[config.mk]
export PLATFORM = sky130hd
export DESIGN_NAME = delimited_state_frame_parser_core
export DESIGN_NICKNAME = d
export VERILOG_FILES = /design/src/rtl/dsfp_pkg.sv /design/src/rtl/dsfp_parser.sv /design/src/rtl/delimited_state_frame_parser_core.sv
export SDC_FILE = /design/constraint.sdc
export NUM_CORES = 1
export LEC_CHECK = 0
export BUFFER_PORTS_ARGS = -buffer_cell sky130_fd_sc_hd__buf_4
export CAP_MARGIN = 20
export CORE_MARGIN = 5
export CORE_UTILIZATION = 45
export CTS_BUF_LIST = sky130_fd_sc_hd__clkbuf_4 sky130_fd_sc_hd__clkbuf_8 sky130_fd_sc_hd__clkbuf_16
export DETAILED_ROUTE_END_ITERATION = 10
export GPL_TIMING_DRIVEN = 0
export PLACE_DENSITY = 0.72
export SYNTH_ARGS = -nofsm -noshare
export SYNTH_HDL_FRONTEND = slang
export SYNTH_SLANG_ARGS = --single-unit
[constraint.sdc]
create_clock -name clk_i -period 12.5 [get_ports clk_i]
set_clock_uncertainty 0.05 [all_clocks]
set_input_delay 0.625 -clock clk_i [delete_from_list [all_inputs] [get_ports clk_i]]
set_output_delay 0.625 -clock clk_i [all_outputs]
set_load 0.005 [all_outputs]
[src/rtl/dsfp_pkg.sv]
package dsfp_pkg;

  localparam int unsigned PayloadLen = 29;
  localparam int unsigned IdxW       = 5;

  typedef enum logic [1:0] {
    PhHunt,
    PhLen,
    PhBody,
    PhTail
  } phase_e;

  typedef enum logic {
    CfgStartMarker = 1'b0,
    CfgEndMarker   = 1'b1
  } cfg_idx_e;

  localparam logic [7:0] StartMarkerRst = 8'hAA;
  localparam logic [7:0] EndMarkerRst   = 8'hBB;

  // Most significant field first, so the last field, declared_length, sits in the lowest bits
  typedef struct packed {
    logic        [15:0] supply_voltage;
    logic        [15:0] height_value;
    logic signed [31:0] speed_z;
    logic signed [31:0] speed_y;
    logic signed [31:0] speed_x;
    logic signed [31:0] yaw_angle;
    logic signed [31:0] roll_angle;
    logic signed [31:0] pitch_angle;
    logic        [7:0]  flight_state;
    logic        [7:0]  declared_length;
  } record_t;

  typedef struct packed {
    logic valid;
    logic advance;
  } step_t;

  typedef struct packed {
    logic   fire;
    phase_e phase;
  } status_t;

endpackage

[src/rtl/dsfp_parser.sv]
module dsfp_parser #(
  parameter int unsigned MarkerLen = 4
) (
  input  logic              clk_i,
  input  logic              rst_ni,
  input  dsfp_pkg::step_t   step_i,
  input  logic [7:0]        rx_byte_i,
  input  logic [7:0]        start_marker_i,
  input  logic [7:0]        end_marker_i,
  output dsfp_pkg::status_t status_o,
  output dsfp_pkg::record_t record_o
);

  localparam int unsigned RunW    = $clog2(MarkerLen + 1);
  localparam int unsigned StoreLen = dsfp_pkg::PayloadLen - 1;

  dsfp_pkg::phase_e            phase_q, phase_d;
  logic [RunW-1:0]             run_q, run_d;
  logic [dsfp_pkg::IdxW-1:0]   idx_q, idx_d;
  logic [7:0]                  len_q, len_d;
  logic [7:0]                  payload_q [StoreLen];
  logic [8*dsfp_pkg::PayloadLen-1:0] flat;
  logic                        take;
  logic                        run_done;
  logic                        last_byte;

  assign take      = step_i.valid && step_i.advance;
  assign run_done  = (run_q == RunW'(MarkerLen - 1));
  assign last_byte = (idx_q == dsfp_pkg::IdxW'(dsfp_pkg::PayloadLen - 1));

  always_comb begin
    phase_d = phase_q;
    run_d   = run_q;
    idx_d   = idx_q;
    len_d   = len_q;
    if (take) begin
      unique case (phase_q)
        dsfp_pkg::PhHunt: begin
          if (rx_byte_i == start_marker_i) begin
            if (run_done) begin
              run_d   = '0;
              phase_d = dsfp_pkg::PhLen;
            end else begin
              run_d = run_q + RunW'(1);
            end
          end else begin
            run_d = '0;
          end
        end
        dsfp_pkg::PhLen: begin
          len_d   = rx_byte_i;
          idx_d   = '0;
          phase_d = dsfp_pkg::PhBody;
        end
        dsfp_pkg::PhBody: begin
          if (last_byte) begin
            idx_d   = '0;
            run_d   = '0;
            phase_d = dsfp_pkg::PhTail;
          end else begin
            idx_d = idx_q + dsfp_pkg::IdxW'(1);
          end
        end
        dsfp_pkg::PhTail: begin
          if (rx_byte_i == end_marker_i) begin
            if (run_done) begin
              run_d   = '0;
              phase_d = dsfp_pkg::PhHunt;
            end else begin
              run_d = run_q + RunW'(1);
            end
          end else begin
            run_d = '0;
          end
        end
        default: phase_d = dsfp_pkg::PhHunt;
      endcase
    end
  end

  always_ff @(posedge clk_i or negedge rst_ni) begin
    if (!rst_ni) begin
      phase_q <= dsfp_pkg::PhHunt;
      run_q   <= '0;
      idx_q   <= '0;
      len_q   <= '0;
    end else begin
      phase_q <= phase_d;
      run_q   <= run_d;
      idx_q   <= idx_d;
      len_q   <= len_d;
    end
  end

  // Shift payload bytes in from the top; when the last byte arrives, entry 0 holds byte 0
  always_ff @(posedge clk_i) begin
    if (take && phase_q == dsfp_pkg::PhBody) begin
      for (int unsigned i = 0; i < StoreLen - 1; i++) begin
        payload_q[i] <= payload_q[i+1];
      end
      payload_q[StoreLen-1] <= rx_byte_i;
    end
  end

  always_comb begin
    flat[8*StoreLen +: 8] = rx_byte_i;
    for (int unsigned i = 0; i < StoreLen; i++) begin
      flat[8*i +: 8] = payload_q[i];
    end
  end

  always_comb begin
    status_o.fire  = step_i.valid && (phase_q == dsfp_pkg::PhBody) && last_byte;
    status_o.phase = phase_q;

    record_o.declared_length = len_q;
    record_o.flight_state    = flat[7:0];
    record_o.pitch_angle     = flat[8*1  +: 32];
    record_o.roll_angle      = flat[8*5  +: 32];
    record_o.yaw_angle       = flat[8*9  +: 32];
    record_o.speed_x         = flat[8*13 +: 32];
    record_o.speed_y         = flat[8*17 +: 32];
    record_o.speed_z         = flat[8*21 +: 32];
    record_o.height_value    = flat[8*25 +: 16];
    record_o.supply_voltage  = flat[8*27 +: 16];
  end

endmodule

[src/rtl/delimited_state_frame_parser_core.sv]
// Path: the last payload byte passes the input register, then the result register,
// before its record appears on the output.
// Throughput: one byte per cycle; the input side stalls only while a finished
// record waits in the result register and the registered byte completes another.
// Reset: phase returns to the start-marker hunt, counters and length clear,
// markers return to 0xAA and 0xBB; the payload store is not cleared.
module delimited_state_frame_parser_core #(
  parameter int unsigned MARKER_LEN = 4
) (
  input  logic         clk_i,
  input  logic         rst_ni,
  input  logic         s_axis_tvalid,
  output logic         s_axis_tready,
  input  logic [7:0]   s_axis_tdata,   // [7:0] rx_byte
  output logic         m_axis_tvalid,
  input  logic         m_axis_tready,
  // [7:0] declared_length, [15:8] flight_state, [47:16] pitch_angle,
  // [79:48] roll_angle, [111:80] yaw_angle, [143:112] speed_x,
  // [175:144] speed_y, [207:176] speed_z, [223:208] height_value,
  // [239:224] supply_voltage
  output logic [239:0] m_axis_tdata,
  input  logic         cfg_we_i,
  input  logic         cfg_index_i,
  input  logic [7:0]   cfg_wdata_i
);

  logic [7:0]        start_marker_q, end_marker_q;
  logic              in_valid_q;
  logic [7:0]        in_byte_q;
  logic              out_valid_q, out_valid_d;
  dsfp_pkg::record_t record_q, record;
  dsfp_pkg::step_t   step;
  dsfp_pkg::status_t status;
  logic              out_free;

  always_ff @(posedge clk_i or negedge rst_ni) begin
    if (!rst_ni) begin
      start_marker_q <= dsfp_pkg::StartMarkerRst;
      end_marker_q   <= dsfp_pkg::EndMarkerRst;
    end else if (cfg_we_i) begin
      unique case (dsfp_pkg::cfg_idx_e'(cfg_index_i))
        dsfp_pkg::CfgStartMarker: start_marker_q <= cfg_wdata_i;
        dsfp_pkg::CfgEndMarker:   end_marker_q   <= cfg_wdata_i;
        default: ;
      endcase
    end
  end

  assign out_free      = !out_valid_q || m_axis_tready;
  // Hold the registered byte only when it completes a record and the output holds one not being taken
  assign step.valid    = in_valid_q;
  assign step.advance  = !status.fire || out_free;
  assign s_axis_tready = !in_valid_q || step.advance;

  always_ff @(posedge clk_i or negedge rst_ni) begin
    if (!rst_ni) begin
      in_valid_q <= 1'b0;
    end else if (s_axis_tready) begin
      in_valid_q <= s_axis_tvalid;
    end
  end

  always_ff @(posedge clk_i) begin
    if (s_axis_tvalid && s_axis_tready) begin
      in_byte_q <= s_axis_tdata;
    end
  end

  dsfp_parser #(
    .MarkerLen(MARKER_LEN)
  ) u_parser (
    .clk_i         (clk_i),
    .rst_ni        (rst_ni),
    .step_i        (step),
    .rx_byte_i     (in_byte_q),
    .start_marker_i(start_marker_q),
    .end_marker_i  (end_marker_q),
    .status_o      (status),
    .record_o      (record)
  );

  always_comb begin
    out_valid_d = out_valid_q;
    if (out_free) begin
      out_valid_d = status.fire;
    end
  end

  always_ff @(posedge clk_i or negedge rst_ni) begin
    if (!rst_ni) begin
      out_valid_q <= 1'b0;
    end else begin
      out_valid_q <= out_valid_d;
    end
  end

  always_ff @(posedge clk_i) begin
    if (status.fire && out_free) begin
      record_q <= record;
    end
  end

  assign m_axis_tvalid = out_valid_q;
  assign m_axis_tdata  = record_q;

  a_stall_cause: assert property (@(posedge clk_i) disable iff (!rst_ni)
    !s_axis_tready |-> (in_valid_q && out_valid_q && !m_axis_tready))
    else $error("input stalled without a waiting record");

  a_fire_in_body: assert property (@(posedge clk_i) disable iff (!rst_ni)
    status.fire |-> (in_valid_q && status.phase == dsfp_pkg::PhBody))
    else $error("record completed outside the payload phase");

  a_fire_to_tail: assert property (@(posedge clk_i) disable iff (!rst_ni)
    (status.fire && step.advance) |=> (status.phase == dsfp_pkg::PhTail && out_valid_q))
    else $error("completed record not followed by end search and output");

endmodule

==> out/qor.csv <==
stage;metric;value;unit
status;status;finished clean;
global_routing;grt_pass1_vias;7073;
sta;rsz0062_at_grt;false;
die;dieHeight;199;um
power;p_leak;0.00727;uW
routing;via_per_inst;4.74;
clocking;insertion_delay;560;ps
sta;fmax;0.336;GHz
sta;maxSlewHeadroom;0.667;
yosys;avgSynthCellArea;25.5;sq um
cells_and_area;layout.cells.non_filler;1452;
clocking;cts_buffer_depth;3;
yosys;yosys_warnings;0;
clocking;cts.sink_count;508;
cells_and_area;n_antenna_cell;0;
global_routing;gr-usage-all-layers;0.139;
place;place_congestion;0.736;
clocking;cts_buffers;48;
die;dieArea;39500;sq um
critical_path;start_kind;register;
sta;fin_crit_sh;0.238;
cells_and_area;area_delta_synth_final;27.6;%
power;powerDensity;187;nW/um^2
clocking;clkTransAtPathRegs;60;ps
power;peakVddDrop;0.000154;V
yosys;ys_async_sr_fraction;0.0709;
sta;setup-tns-final;0;ps
yosys;syn_inst;628;
die;ios;264;
sta;setup_viol;0;
sta;maxSlewViolCount;0;
routing;dr.pass1.iters;5;
power;finalPower;3820;uW
global_routing;gr-total-overflow;0;
yosys;synth_edf_count;472;
sta;worst_pin_slew;499;ps
critical_path;worst-path-max-fanout;72;
critical_path;critPathArrivalTime;3150;ps
cells_and_area;mostFrequentLayoutCell;edfxtp_1;
yosys;netlist.top_cell.by_area;edfxtp_1;
yosys;yosysTopAreaCellShare;0.884;
clocking;cts_tree;yes;
die;core_area;35400;sq um
place;port_buffers;263;
cells_and_area;final_cell_mix;472 x edfxtp_1, 263 x buf_4, 50 x clkbuf_16;
yosys;synth_cell_type_count;42;
cells_and_area;fin_util;0.578;
clocking;htreeDepth;2;
routing;wire_per_inst;19.3;um
min_path;hold_path.class;in -> reg;
place;dpl.cell_count;1363;
cells_and_area;layout-drive-gt1-share;0.406;
routing;vias;6879;
die;start_util;0.453;
sta;hold_ws;185;ps
cells_and_area;fin_nets;983;
global_routing;grt_max_degree;73;
yosys;synth.area.top_cells;edfxtp_1 88%, dfrtp_1 4.1%, mux2_2 1.7%, dfstp_2 1.6%, xnor2_1 0.93%;
sta;hold_violations;0;
yosys;syn_area;16000;sq um
die;rows;69;
yosys;synth_fp_nets;658;
yosys;ys_ff_latch;508;
die;die_width;199;um
routing;drt_iter0_markers;429;
sta;fin_crit;2980;ps
run;cap_violations;0;
critical_path;cp_data_required_time;12670;ps
routing;wirelength;28000;um
clocking;post_cts_buffers;0;
yosys;synth-seq-area-share;0.941;
place;place_hpwl;18200;um
routing;ant_nets;0;
routing;remaining_drc_errors;0;
global_routing;antenna_found_initial;0;
critical_path;path_class;reg -> reg;
cells_and_area;fill_cells;2557;
clocking;clockRootBuffer;clkbuf_16;
global_routing;grt_pass1_wl;41800;um
critical_path;cp-end-kind;register;
yosys;ys.flop_type;edfxtp_1;
[state kept, by name, summed over array words and instances, names as in the netlist, 3 cells and up]
signal	count
start_marker_q	8
in_byte_q	8
m_axis_tdata	240
u_parser.len_q	8
end_marker_q	8
u_parser.idx_q	5
u_parser.payload_q	224
u_parser.run_q	3
[per-layer routing]
| layer | vias up | global-route usage | routed length [um] | share of wire |
|---|---|---|---|---|
| met3 | 38 | 0.0679 | 3220 | 0.12 |
| met1 | 3432 | 0.180 | 11300 | 0.40 |
| met4 | 0 | 0.0382 | 505 | 0.018 |
| met2 | 262 | 0.211 | 13000 | 0.46 |
| li1 | 3147 | - | - | - |
| met5 | - | 0 | 0 | 0 |
[worst paths after layout]
kind | depth (start not counted) | from | to | slack (ps)
worst max-delay path | 8 | u_parser.idx_q[0]$_DFFE_PN0P_ | u_parser.payload_q[12][4]$_DFFE_PP_ | 9520
worst min-delay path | 1 | s_axis_tdata[5] | in_byte_q[5]$_DFFE_PP_ | 190
worst max register to register | 8 | u_parser.idx_q[0]$_DFFE_PN0P_ | u_parser.payload_q[12][4]$_DFFE_PP_ | 9520
worst min register to register | 0 | u_parser.payload_q[0][2]$_DFFE_PP_ | m_axis_tdata[10]$_DFFE_PP_ | 370
max in group asynchronous | 2 | rst_ni | end_marker_q[3]$_DFFE_PN1P_ | 11500
min in group asynchronous | 2 | rst_ni | u_parser.len_q[1]$_DFFE_PN0P_ | 520
[per-stage QoR]
stage	instance area [sq um]	setup slack, ps
2_1_floorplan	16000	633
3_3_place_gp	18600	-4030
3_5_place_dp	18900	9510
4_1_cts	20500	9490
5_1_grt	20500	9360
6_report	20500	9520
[power breakdown]
group	total, uW	internal, uW	leakage (uW)	switching, uW
clock network	1440	854	0.000807	583
registers	2180	2100	0.00472	80.0
logic	203	73.7	0.00175	130
[cell usage after synthesis, types with 3 or more instances]
library cell,number
nor2_1,4
dfstp_2,10
nand4_1,5
o21ai_0,3
ha_1,8
nand2b_1,3
inv_1,7
xnor2_1,17
mux2_2,24
nand2_1,13
dfrtp_1,26
edfxtp_1,472
[critical path: stages, from the launching register on]
cell	delay, ps
dfrtp_1	430
inv_1	60
ha_1	210
and4_1	200
buf_6	130
nand4_1	240
and3_4	530
buf_16	330
buf_16	350
[layout make-up]
cell class              instances  area (sq um)  area share
plain buffers                   4          27.5     0.00134
well taps                     461           577      0.0282
multi-input cells             109           911      0.0445
inverters                       7          26.3     0.00128
clock buffers                  69          1420      0.0693
clock inverters                19           185     0.00905
repair buffers                275          2230       0.109
flip-flops and latches        508         15100       0.737
[cell families after synthesis]
group / count (synthesis) / synth area share
flip-flops: 508 / 0.941
AND/OR/NAND/NOR: 41 / 0.0143
multiplexers: 25 / 0.0175
XOR/XNOR: 18 / 0.00983
AO/OA/AOI/OAI: 17 / 0.00827
buffers and inverters: 11 / 0.00335
adder cells (fa/ha/maj): 8 / 0.00624
[timing repair]
action,4_1_cts,5_1_grt
hold buffers,1,0
resized for setup,0,0
endpoints found under the hold margin,26,0
Note: power is estimated with default switching activity, not from simulation.
